## src/hw/rtl/bpra_pkg.sv

```systemverilog
`timescale 1ns / 1ps
`default_nettype none
// ----------------------------------------------------------------------------
// bpra_pkg
// Shared widths, codes and types of the bitmap page run allocator.
// ----------------------------------------------------------------------------
package bpra_pkg;

	// payload widths
	localparam int PFN_W    = 20;
	localparam int CNT_W    = 11;
	localparam int USABLE_W = 11;
	localparam int ST_W     = 2;

	// register port
	localparam int PADDR_W   = 3;
	localparam int PDATA_W   = 32;
	localparam int REG_IDX_W = 1;

	localparam logic [REG_IDX_W-1:0] REG_POOL_BASE = 1'b0;
	localparam logic [REG_IDX_W-1:0] REG_USABLE    = 1'b1;

	localparam logic [PFN_W-1:0]    POOL_BASE_RESET = '0;
	localparam logic [USABLE_W-1:0] USABLE_RESET    = 11'd1024;

	// request kinds
	localparam logic MODE_ALLOC = 1'b0;
	localparam logic MODE_FREE  = 1'b1;

	// response status codes
	typedef enum logic [ST_W-1:0] {
		ST_OK      = 2'd0,
		ST_ZERO    = 2'd1,
		ST_NOFIT   = 2'd2,
		ST_BADFREE = 2'd3
	} status_t;

endpackage
`default_nettype wire

```

## src/hw/rtl/bpra_if.sv

```systemverilog
`timescale 1ns / 1ps
`default_nettype none
// ----------------------------------------------------------------------------
// bpra_req_if / bpra_rsp_if
// Valid/ready channels for allocator requests and responses.
// ----------------------------------------------------------------------------
interface bpra_req_if;
	import bpra_pkg::*;

	logic                valid;
	logic                ready;
	logic                mode;
	logic [CNT_W-1:0]    page_count;
	logic [PFN_W-1:0]    page_number;

	modport source (output valid, mode, page_count, page_number, input ready);
	modport sink   (input valid, mode, page_count, page_number, output ready);
endinterface

interface bpra_rsp_if;
	import bpra_pkg::*;

	logic                valid;
	logic                ready;
	logic [ST_W-1:0]     status;
	logic [PFN_W-1:0]    alloc_page;

	modport source (output valid, status, alloc_page, input ready);
	modport sink   (input valid, status, alloc_page, output ready);
endinterface
`default_nettype wire

```

## src/hw/rtl/bpra_ram.sv

```systemverilog
`timescale 1ns / 1ps
`default_nettype none
// ----------------------------------------------------------------------------
// bpra_ram
// Generic simple dual-port RAM: one write port, one registered read port.
// ----------------------------------------------------------------------------
module bpra_ram #(
	parameter  int WIDTH  = 32,
	parameter  int DEPTH  = 32,
	localparam int ADDR_W = (DEPTH > 1) ? $clog2(DEPTH) : 1
) (
	input  logic              clk,
	input  logic              we,
	input  logic [ADDR_W-1:0] waddr,
	input  logic [WIDTH-1:0]  wdata,
	input  logic [ADDR_W-1:0] raddr,
	output logic [WIDTH-1:0]  rdata
);
	logic [WIDTH-1:0] mem_q [DEPTH];
	logic [WIDTH-1:0] rdata_q;

	// write port
	always_ff @(posedge clk) begin
		if (we) begin
			mem_q[waddr] <= wdata;
		end
	end

	// registered read port
	always_ff @(posedge clk) begin
		rdata_q <= mem_q[raddr];
	end

	assign rdata = rdata_q;
endmodule
`default_nettype wire

```

## src/hw/rtl/bpra_scan.sv

```systemverilog
`timescale 1ns / 1ps
`default_nettype none
// ----------------------------------------------------------------------------
// bpra_scan
// Word scan unit: finds the first bit of a bitmap word at which the free run
// reaches the requested length, and the run carried into the next word.
// ----------------------------------------------------------------------------
module bpra_scan #(
	parameter  int WORD_W = 32,
	parameter  int XW     = 12,
	localparam int LW     = $clog2(WORD_W)
) (
	input  logic [WORD_W-1:0] used,
	input  logic [XW-1:0]     run_in,
	input  logic [XW-1:0]     count,
	output logic              hit,
	output logic [LW-1:0]     hit_bit,
	output logic [XW-1:0]     run_out
);
	logic [XW-1:0]     need;
	logic [WORD_W-1:0] any_used;
	logic [WORD_W-1:0] hit_v;
	logic [LW-1:0]     last_used [WORD_W];
	logic [LW-1:0]     gap [WORD_W];

	always_comb begin
		// pages still missing from the run carried in from lower words
		need = count - run_in;

		// per bit: highest used bit at or below it, and run length there
		for (int j = 0; j < WORD_W; j++) begin
			any_used[j]  = 1'b0;
			last_used[j] = '0;
			for (int k = 0; k <= j; k++) begin
				if (used[k]) begin
					any_used[j]  = 1'b1;
					last_used[j] = LW'(k);
				end
			end
			gap[j]   = LW'(j) - last_used[j];
			hit_v[j] = !used[j] && (any_used[j] ? (XW'(gap[j]) >= count)
			                                    : (XW'(j + 1) >= need));
		end

		// lowest bit that completes the run
		hit     = |hit_v;
		hit_bit = '0;
		for (int j = WORD_W - 1; j >= 0; j--) begin
			if (hit_v[j]) begin
				hit_bit = LW'(j);
			end
		end

		// free run leaving the top of the word
		run_out = any_used[WORD_W-1] ? XW'(gap[WORD_W-1]) : run_in + XW'(WORD_W);
	end
endmodule
`default_nettype wire

```

## src/hw/rtl/bitmap_page_run_allocator.sv

```systemverilog
`timescale 1ns / 1ps
`default_nettype none
// ----------------------------------------------------------------------------
// bitmap_page_run_allocator
// First-fit contiguous page allocator over a used-page bitmap held in RAM.
//
//   channel   dir   handshake             word
//   req       in    valid/ready           mode, page_count, page_number
//   rsp       out   valid/ready           status, alloc_page
//   apb       in    psel/penable/pwrite   pool_base_page, usable_pages
//
// Bitmap words are 32 pages wide (4 for bitmaps under 64 pages); one RAM word
// is scanned per cycle. An allocate reads the first word, scans at most
// ceil(limit/WORD_W) words, on a hit sets the run word by word (read, then
// write) and responds. A zero count or an empty pool responds at once. A free
// checks its range, checks then clears the run word by word, and responds.
// After reset a clearing pass writes every bitmap word, one per cycle;
// req.ready stays low until it ends.
// A result waits in the output register; the next request is taken meanwhile,
// and only a second finished result stalls on a blocked rsp.ready.
// ----------------------------------------------------------------------------
module bitmap_page_run_allocator #(
	parameter int NUM_PAGES = 1024
) (
	input  logic                          clk,
	input  logic                          arst_n,
	input  logic                          psel,
	input  logic                          penable,
	input  logic                          pwrite,
	input  logic [bpra_pkg::PADDR_W-1:0]  paddr,
	input  logic [bpra_pkg::PDATA_W-1:0]  pwdata,
	output logic [bpra_pkg::PDATA_W-1:0]  prdata,
	output logic                          pready,
	bpra_req_if.sink                      req,
	bpra_rsp_if.source                    rsp
);
	import bpra_pkg::*;

	localparam int WORD_W = (NUM_PAGES >= 64) ? 32 : 4;
	localparam int LW     = $clog2(WORD_W);
	localparam int PG_W   = $clog2(NUM_PAGES);
	localparam int LIM_W  = PG_W + 1;
	localparam int AW     = PG_W - LW;
	localparam int DEPTH  = (NUM_PAGES + WORD_W - 1) / WORD_W;
	localparam int XW     = ((LIM_W > CNT_W) ? LIM_W : CNT_W) + 1;

	localparam logic [WORD_W-1:0] ONES     = '1;
	localparam logic [LW-1:0]     TOP_BIT  = LW'(WORD_W - 1);
	localparam logic [AW-1:0]     LAST_ROW = AW'(DEPTH - 1);

	typedef enum logic [9:0] {
		S_CLEAR   = 10'b00_0000_0001,
		S_IDLE    = 10'b00_0000_0010,
		S_A_RD    = 10'b00_0000_0100,
		S_A_SCAN  = 10'b00_0000_1000,
		S_A_FOUND = 10'b00_0001_0000,
		S_F_SUB   = 10'b00_0010_0000,
		S_F_RNG   = 10'b00_0100_0000,
		S_SW_RD   = 10'b00_1000_0000,
		S_SW_MOD  = 10'b01_0000_0000,
		S_RESP    = 10'b10_0000_0000
	} state_t;

	typedef enum logic [1:0] {
		OP_CHECK = 2'd0,
		OP_SET   = 2'd1,
		OP_CLR   = 2'd2
	} sweep_op_t;

	// control state
	state_t          state_q;
	logic [AW-1:0]   clr_q;
	logic            rsp_valid_q;

	// configuration
	logic [PFN_W-1:0]    base_q;
	logic [USABLE_W-1:0] usable_q;

	// request and working registers
	logic [CNT_W-1:0]  cnt_q;
	logic [PFN_W-1:0]  pfn_q;
	logic [PFN_W-1:0]  idx_q;
	logic              below_q;
	logic [AW-1:0]     w_q;
	logic [XW-1:0]     run_q;
	logic [LW-1:0]     hit_bit_q;
	logic [PG_W-1:0]   lo_q;
	logic [PG_W-1:0]   last_q;
	sweep_op_t         sw_op_q;
	status_t           res_status_q;
	logic [PFN_W-1:0]  res_page_q;
	status_t           rsp_status_q;
	logic [PFN_W-1:0]  rsp_page_q;

	// RAM port signals
	logic              ram_we;
	logic [AW-1:0]     ram_waddr;
	logic [WORD_W-1:0] ram_wdata;
	logic [AW-1:0]     ram_raddr;
	logic [WORD_W-1:0] ram_rdata;

	// combinational helpers
	logic              accept;
	logic              rsp_load;
	logic              cfg_wr;
	logic [REG_IDX_W-1:0] reg_idx;
	logic [LIM_W-1:0]  lim;
	logic [LIM_W-1:0]  lim_m1;
	logic [AW-1:0]     scan_last_w;
	logic [WORD_W-1:0] tail_mask;
	logic [WORD_W-1:0] scan_used;
	logic              scan_hit;
	logic [LW-1:0]     scan_bit;
	logic [XW-1:0]     scan_run;
	logic [XW-1:0]     start_x;
	logic [PFN_W:0]    lim_x;
	logic [PFN_W:0]    idx_x;
	logic [PFN_W:0]    cnt_x;
	logic [PFN_W:0]    free_end;
	logic              free_bad;
	logic [AW-1:0]     lo_w;
	logic [AW-1:0]     hi_w;
	logic [WORD_W-1:0] sw_mask;
	logic              sw_last;
	logic              chk_bad;

	assign accept   = req.valid && req.ready;
	assign rsp_load = (state_q == S_RESP) && (!rsp_valid_q || rsp.ready);
	assign cfg_wr   = psel && penable && pwrite && pready;
	assign reg_idx  = paddr[PADDR_W-1:2];

	// clamp the usable count to the bitmap size
	always_comb begin
		lim    = (XW'(usable_q) > XW'(NUM_PAGES)) ? LIM_W'(NUM_PAGES) : LIM_W'(usable_q);
		lim_m1 = lim - 1'b1;
	end

	// scan word: pages at or above the limit count as used
	assign scan_last_w = lim_m1[PG_W-1:LW];
	assign tail_mask   = ONES >> (TOP_BIT - lim_m1[LW-1:0]);
	assign scan_used   = ram_rdata | ((w_q == scan_last_w) ? ~tail_mask : '0);

	bpra_scan #(
		.WORD_W (WORD_W),
		.XW     (XW)
	) u_scan (
		.used    (scan_used),
		.run_in  (run_q),
		.count   (XW'(cnt_q)),
		.hit     (scan_hit),
		.hit_bit (scan_bit),
		.run_out (scan_run)
	);

	// run start from the page that completed it
	assign start_x = XW'({w_q, hit_bit_q}) + XW'(1) - XW'(cnt_q);

	// free range check
	always_comb begin
		lim_x    = (PFN_W+1)'(lim);
		idx_x    = {1'b0, idx_q};
		cnt_x    = (PFN_W+1)'(cnt_q);
		free_end = idx_x + cnt_x - 1'b1;
		free_bad = below_q || (idx_x > lim_x) || (cnt_x > lim_x - idx_x);
	end

	// page mask of the sweep range within the current word
	assign lo_w    = lo_q[PG_W-1:LW];
	assign hi_w    = last_q[PG_W-1:LW];
	assign sw_last = (w_q == hi_w);
	assign sw_mask = ((w_q == lo_w) ? (ONES << lo_q[LW-1:0]) : ONES)
	               & (sw_last ? (ONES >> (TOP_BIT - last_q[LW-1:0])) : ONES);
	assign chk_bad = |(sw_mask & ~ram_rdata);

	// RAM port control
	always_comb begin
		ram_we    = 1'b0;
		ram_waddr = w_q;
		ram_wdata = '0;
		ram_raddr = w_q;
		unique case (state_q)
			S_CLEAR: begin
				ram_we    = 1'b1;
				ram_waddr = clr_q;
			end
			S_A_RD: begin
				ram_raddr = '0;
			end
			S_A_SCAN: begin
				ram_raddr = w_q + 1'b1;
			end
			S_SW_MOD: begin
				if (sw_op_q == OP_SET) begin
					ram_we    = 1'b1;
					ram_wdata = ram_rdata | sw_mask;
				end else if (sw_op_q == OP_CLR) begin
					ram_we    = 1'b1;
					ram_wdata = ram_rdata & ~sw_mask;
				end
			end
			default: begin
			end
		endcase
	end

	bpra_ram #(
		.WIDTH (WORD_W),
		.DEPTH (DEPTH)
	) u_bitmap (
		.clk   (clk),
		.we    (ram_we),
		.waddr (ram_waddr),
		.wdata (ram_wdata),
		.raddr (ram_raddr),
		.rdata (ram_rdata)
	);

	// sequencer
	always_ff @(posedge clk or negedge arst_n) begin
		if (!arst_n) begin
			state_q     <= S_CLEAR;
			clr_q       <= '0;
			rsp_valid_q <= 1'b0;
		end else begin
			if (rsp_load) begin
				rsp_valid_q <= 1'b1;
			end else if (rsp.valid && rsp.ready) begin
				rsp_valid_q <= 1'b0;
			end
			unique case (state_q)
				S_CLEAR: begin
					clr_q <= clr_q + 1'b1;
					if (clr_q == LAST_ROW) begin
						state_q <= S_IDLE;
					end
				end
				S_IDLE: begin
					if (accept) begin
						if (req.mode == MODE_FREE) begin
							state_q <= S_F_SUB;
						end else if (req.page_count == '0 || lim == '0) begin
							state_q <= S_RESP;
						end else begin
							state_q <= S_A_RD;
						end
					end
				end
				S_A_RD: begin
					state_q <= S_A_SCAN;
				end
				S_A_SCAN: begin
					if (scan_hit) begin
						state_q <= S_A_FOUND;
					end else if (w_q == scan_last_w) begin
						state_q <= S_RESP;
					end
				end
				S_A_FOUND: begin
					state_q <= S_SW_RD;
				end
				S_F_SUB: begin
					state_q <= S_F_RNG;
				end
				S_F_RNG: begin
					if (free_bad || cnt_q == '0) begin
						state_q <= S_RESP;
					end else begin
						state_q <= S_SW_RD;
					end
				end
				S_SW_RD: begin
					state_q <= S_SW_MOD;
				end
				S_SW_MOD: begin
					if (sw_op_q == OP_CHECK) begin
						state_q <= chk_bad ? S_RESP : S_SW_RD;
					end else begin
						state_q <= sw_last ? S_RESP : S_SW_RD;
					end
				end
				S_RESP: begin
					if (rsp_load) begin
						state_q <= S_IDLE;
					end
				end
				default: begin
					state_q <= S_IDLE;
				end
			endcase
		end
	end

	// working registers
	always_ff @(posedge clk) begin
		unique case (state_q)
			S_IDLE: begin
				if (accept) begin
					cnt_q      <= req.page_count;
					pfn_q      <= req.page_number;
					res_page_q <= '0;
					if (req.mode == MODE_FREE) begin
						res_status_q <= ST_OK;
					end else if (req.page_count == '0) begin
						res_status_q <= ST_ZERO;
					end else if (lim == '0) begin
						res_status_q <= ST_NOFIT;
					end else begin
						res_status_q <= ST_OK;
					end
				end
			end
			S_A_RD: begin
				w_q   <= '0;
				run_q <= '0;
			end
			S_A_SCAN: begin
				if (scan_hit) begin
					hit_bit_q <= scan_bit;
				end else if (w_q == scan_last_w) begin
					res_status_q <= ST_NOFIT;
				end else begin
					run_q <= scan_run;
					w_q   <= w_q + 1'b1;
				end
			end
			S_A_FOUND: begin
				lo_q       <= start_x[PG_W-1:0];
				last_q     <= {w_q, hit_bit_q};
				w_q        <= start_x[PG_W-1:LW];
				res_page_q <= base_q + PFN_W'(start_x);
				sw_op_q    <= OP_SET;
			end
			S_F_SUB: begin
				idx_q   <= pfn_q - base_q;
				below_q <= (pfn_q < base_q);
			end
			S_F_RNG: begin
				lo_q    <= idx_q[PG_W-1:0];
				last_q  <= free_end[PG_W-1:0];
				w_q     <= idx_q[PG_W-1:LW];
				sw_op_q <= OP_CHECK;
				if (free_bad) begin
					res_status_q <= ST_BADFREE;
				end
			end
			S_SW_MOD: begin
				if (sw_op_q == OP_CHECK) begin
					if (chk_bad) begin
						res_status_q <= ST_BADFREE;
					end else if (sw_last) begin
						// whole run allocated: go back and clear it
						sw_op_q <= OP_CLR;
						w_q     <= lo_w;
					end else begin
						w_q <= w_q + 1'b1;
					end
				end else if (!sw_last) begin
					w_q <= w_q + 1'b1;
				end
			end
			default: begin
			end
		endcase
	end

	// output word register
	always_ff @(posedge clk) begin
		if (rsp_load) begin
			rsp_status_q <= res_status_q;
			rsp_page_q   <= res_page_q;
		end
	end

	assign req.ready      = (state_q == S_IDLE);
	assign rsp.valid      = rsp_valid_q;
	assign rsp.status     = rsp_status_q;
	assign rsp.alloc_page = rsp_page_q;

	// configuration registers
	always_ff @(posedge clk or negedge arst_n) begin
		if (!arst_n) begin
			base_q   <= POOL_BASE_RESET;
			usable_q <= USABLE_RESET;
		end else if (cfg_wr) begin
			unique case (reg_idx)
				REG_POOL_BASE: base_q   <= pwdata[PFN_W-1:0];
				REG_USABLE:    usable_q <= pwdata[USABLE_W-1:0];
			endcase
		end
	end

	// register readback
	always_comb begin
		unique case (reg_idx)
			REG_POOL_BASE: prdata = PDATA_W'(base_q);
			REG_USABLE:    prdata = PDATA_W'(usable_q);
		endcase
	end

	assign pready = 1'b1;
endmodule
`default_nettype wire

```

## src/flat_wrapper.sv

```systemverilog
// flat-port wrapper written by rule: the top's interface ports become plain ports
module bitmap_page_run_allocator_flat import bpra_pkg::*;
#(
	parameter int NUM_PAGES = 1024
)
  (clk, arst_n, psel, penable, pwrite, paddr, pwdata, prdata, pready, req_valid, req_mode, req_page_count, req_page_number, req_ready, rsp_valid, rsp_status, rsp_alloc_page, rsp_ready);
  bpra_req_if req_i ();
  bpra_rsp_if rsp_i ();
  input  logic clk;
  input  logic arst_n;
  input  logic psel;
  input  logic penable;
  input  logic pwrite;
  input  logic [bpra_pkg::PADDR_W-1:0] paddr;
  input  logic [bpra_pkg::PDATA_W-1:0] pwdata;
  output logic [bpra_pkg::PDATA_W-1:0] prdata;
  output logic pready;
  input wire logic [$bits(req_i.valid)-1:0] req_valid;
  input wire logic [$bits(req_i.mode)-1:0] req_mode;
  input wire logic [$bits(req_i.page_count)-1:0] req_page_count;
  input wire logic [$bits(req_i.page_number)-1:0] req_page_number;
  output wire logic [$bits(req_i.ready)-1:0] req_ready;
  output wire logic [$bits(rsp_i.valid)-1:0] rsp_valid;
  output wire logic [$bits(rsp_i.status)-1:0] rsp_status;
  output wire logic [$bits(rsp_i.alloc_page)-1:0] rsp_alloc_page;
  input wire logic [$bits(rsp_i.ready)-1:0] rsp_ready;
  assign req_i.valid = req_valid;
  assign req_i.mode = req_mode;
  assign req_i.page_count = req_page_count;
  assign req_i.page_number = req_page_number;
  assign req_ready = req_i.ready;
  assign rsp_valid = rsp_i.valid;
  assign rsp_status = rsp_i.status;
  assign rsp_alloc_page = rsp_i.alloc_page;
  assign rsp_i.ready = rsp_ready;
  bitmap_page_run_allocator #(.NUM_PAGES(NUM_PAGES)) u_core (.clk(clk), .arst_n(arst_n), .psel(psel), .penable(penable), .pwrite(pwrite), .paddr(paddr), .pwdata(pwdata), .prdata(prdata), .pready(pready), .req(req_i), .rsp(rsp_i));
endmodule
```

## config.mk

```make
export PLATFORM = sky130hd
export DESIGN_NAME = bitmap_page_run_allocator_flat
export DESIGN_NICKNAME = d
export VERILOG_FILES = /design/src/hw/rtl/bpra_pkg.sv /design/src/hw/rtl/bpra_if.sv /design/src/hw/rtl/bpra_ram.sv /design/src/hw/rtl/bpra_scan.sv /design/src/hw/rtl/bitmap_page_run_allocator.sv /design/src/flat_wrapper.sv
export SDC_FILE = /design/constraint.sdc
export NUM_CORES = 2
export LEC_CHECK = 0
export BUFFER_PORTS_ARGS = -buffer_cell sky130_fd_sc_hd__buf_2
export CAP_MARGIN = 15
export CORE_MARGIN = 1
export CORE_UTILIZATION = 30
export CTS_BUF_LIST = sky130_fd_sc_hd__clkbuf_2 sky130_fd_sc_hd__clkbuf_4 sky130_fd_sc_hd__clkbuf_8
export DETAILED_ROUTE_END_ITERATION = 6
export SETUP_SLACK_MARGIN = 0.3
export SYNTH_ARGS = -nofsm -noshare
export SYNTH_HDL_FRONTEND = slang
export SYNTH_HIERARCHICAL = 1
export SYNTH_SLANG_ARGS = --single-unit
```

## constraint.sdc

```tcl
create_clock -name clk -period 7.63 [get_ports clk]
set_clock_uncertainty 0.15 [all_clocks]
set_input_delay 0.763 -clock clk [delete_from_list [all_inputs] [get_ports clk]]
set_output_delay 0.763 -clock clk [all_outputs]
set_load 0.1 [all_outputs]
```

==> impl_results.md <==
* Num rows at approximately 160
* Worst-path clk slew at about 0.070 ns
* Critical path endpoint category: register
* Warnings, synthesis at 6
* Class of the worst hold path: register to register
* 1st-pass router iterations at 7
* RSZ-0062 raised after global routing: yes
* P_leak at roughly 25 nW
* Routed length per instance at about 22 µm
* Final max-slew violation count at 0
* First-pass GRT wire length at roughly 250 mm
* Post-synth top area share at 0.5757
* Fin cells at a little under 8000
* Post-Synth XOR/XNOR Area at 0.01824
* CP Class: register to register
* Largest family of logic cells by synthesized area: compound AO/OA/AOI/OAI gates
* Post-synth EDFFs at ~1200
* Mapped cell area at 0.06072 mm²
* Clock Sink Count at 1243
* Chip width at between 400 and 500 µm
* Largest net degree at the start of global routing at between 90 and 100
* CP Data Required Time at slightly above 8 ns
* RePlAce Congestion at 0.8999
* Total negative slack at 0 ns
* CP Data Arrival Time at around 8 ns
* Post-synth cell types at 106
* GRT overflow at 0
* Compound-Gate Fraction of Synth Area at 0.1008
* Layout cell share with drive strength beyond 1 at 0.1866
* Avg Vias per Cell at 5.062
* GRT Util Overall at 0.1630
* Share of flip-flops with an asynchronous set or reset at 0.03781
* IO Port Bufs at a little over 100
* Root buffer cell: clkbuf_8
* Setup Viol. Count Final at 0
* Inst Count DP at 7458
* Worst hold slack at 0.2695 ns
* Overall Power at 22.09 mW
* Critical path's slowest cell: or4_4
* Nets at ~5500
* Final min period at 7.448 ns
* Die H at between 400 and 500 µm
* Most instantiated library cell after synthesis: edfxtp_1
* Synth cell count leaders: edfxtp_1 (1164), mux2i_1 (514), ha_1 (282)
* CP peak stage delay at 0.56 ns
* CP startpoint kind: register
* H-tree Lvls at 4
* DRT antenna net count at 0
* Fmax at roughly 130 MHz
* Post-Route WL at roughly 170 mm
* Fin crit share at 0.9761
* DRC Markers at 1
* Peak VDD IR at between 0.15 and 0.2 mV
* Largest cells by area after synthesis: edfxtp_1 (58%), mux2i_1 (8.5%), ha_1 (5.8%)
* Post-synth top flop: edfxtp_1
* Maximum root-to-sink buffer count at 3
* # IOs at roughly 130
* Mapped Cells at between 4000 and 5000
* Number of CTS-inserted buffers at 200
* #FFs+latches synth at around 1200
* Post-synthesis adder-cell area fraction at 0.06009
* Actual transition at the worst max-transition pin at about 1.2 ns
* Starting density of the core at 0.3029
* DR vias at ~40000
* Rel. slew slack at 0.2180
* Register area share after synthesis at 0.6057
* Antenna violations before repair at 4
* DP HPWL at ~110 mm
* Outcome: finished, violations left
* Die area at about 0.20 mm²
* CTS tree: built
* P per Cell Area at between 300 and 400 mW/mm²
* Initial DRC count at 3756
* Leading area contributor after synthesis: edfxtp_1
* Max-cap viol count at 0
* Final core occ at 0.3556
* Clk_lat worst skew at roughly 0.94 ns
* Mux cell area share after synthesis at 0.09197
* Hold Fails Final Rpt at 0
* Failing checks: DRC
* Placeable Area at between 0.2 and 0.25 mm²
* Syn_area_per_cell at 13.09 µm²
* Area Overhead vs Synth at 17.43%
* Vias in the first global route at ~40000
* Critical-path maximum fanout at 5
* Synth Area in Simple Gates at 0.09170
## worst max-delay path: cells and delay by family, from the launching register on
kind / cells / cell delay (ns)
xor gates and xnor gates: 2 / 0.29
and+or+nand+nor: 14 / 2.97
adders and majority gates: 2 / 0.47
buffers and inverters: 3 / 0.33
AOI/OAI and AO/OA: 15 / 2.56
DFF: 1 / 0.37
## path summary, 6_finish.rpt
| check | startpoint | to | slack (ns) | cells past startpoint |
|---|---|---|---|---|
| setup / recovery | u_core/usable_q[2]$_DFFE_PN0P_ | u_core/w_q[4]$_DFFE_PP_ | 0.18 | 36 |
| hold / removal | u_core/res_page_q[1]$_SDFFCE_PN0P_ | u_core/rsp.alloc_page[1]$_DFFE_PP_ | 0.27 | 0 |
| setup reg to reg | u_core/usable_q[2]$_DFFE_PN0P_ | u_core/w_q[4]$_DFFE_PP_ | 0.18 | 36 |
| hold reg to reg | u_core/res_page_q[1]$_SDFFCE_PN0P_ | u_core/rsp.alloc_page[1]$_DFFE_PP_ | 0.27 | 0 |
| max in group asynchronous | arst_n | u_core/rsp.valid$_DFFE_PN0P_ | 6.51 | 3 |
| min in group asynchronous | arst_n | u_core/base_q[19]$_DFFE_PN0P_ | 0.35 | 3 |
## power by group
part           internal (mW)  switching (mW)
clock                   3.00            2.71
combinational           3.57            4.85
sequential              7.65           0.302
total                   14.2            7.86
## layout by cell type, fill, tap and decap left out, types with 45 or more instances in the layout
cell           netlist  routed
ha_1               282     278
a21oi_1            260     244
o21ai_0            133     123
dlygate4sd3_1        0      55
buf_2               44     103
a22o_1              70      70
clkbuf_4             2      84
nor2b_1             58      56
dfrtp_1             45      45
buf_4               48     270
a21o_1              88      88
xnor2_1             83      83
nand2b_1            79      73
a22oi_1            102     102
edfxtp_1          1164    1164
clkbuf_8             0     207
inv_1              176     172
nor2_1             245     207
nor3_1             111      92
nand3_1            138     137
mux2i_1            514     514
nand2_1            261     254
## state kept, by name (all words and copies together), names as in the netlist, 10 cells and up
signal / cells
u_core/run_q: 12
u_core/cnt_q: 11
u_core/u_bitmap/mem_q: 1024
u_core/res_page_q: 20
u_core/state_q: 10
u_core/idx_q: 20
u_core/pfn_q: 20
u_core/last_q: 10
u_core/rsp.alloc_page: 20
u_core/base_q: 20
u_core/usable_q: 11
u_core/lo_q: 10
u_core/u_bitmap/rdata: 32
## per-layer routing
layer,share of wire,GRT usage,vias up
met5,0.00020,0,-
met4,0.029,0.05275,4
met3,0.057,0.03078,314
met2,0.49,0.2743,1203
met1,0.43,0.2102,20010
li1,-,-,18541
## cells by family (layout without fill, tap and decap cells)
logic type,count (synthesis),after routing
AOI/OAI and AO/OA,910,910
xor gates and xnor gates,123,123
adders and majority gates,288,288
buffers and inverters,405,1003
DFF,1243,1243
muxes,553,553
other,3,28
and+or+nand+nor,1112,1112
## metrics by stage
step / worst slack [ns] / instance area, µm²
floorplan: 0.1465 / 60950
global placement: -0.4081 / 66120
detailed placement: -0.3884 / 66120
CTS: 0.2371 / 71000
global route: -0.09669 / 71290
finish: 0.1823 / 71300
## cell type report
| cell class | count | area (µm²) |
|---|---|---|
| diodes | 4 | 10.01 |
| clock buffers | 291 | 3480 |
| clock inverters | 77 | 520.5 |
| fillers | 19220 | 129200 |
| inverters | 179 | 674.4 |
| multi-input cells | 3010 | 23000 |
| flip-flops and latches | 1243 | 36770 |
| well taps | 2656 | 3323 |
| repair buffers | 456 | 3513 |
## repair_timing
action                                 in CTS  in global routing
cloned                                      1                  0
hold buffers                               55                  0
buffers inserted                           19                  6
pin swaps                                  31                 14
setup endpoints to repair                  27                 28
endpoints found under the hold margin     112                  0
gates resized for setup                    47                 38
Note: power is estimated with default switching activity, not from simulation.
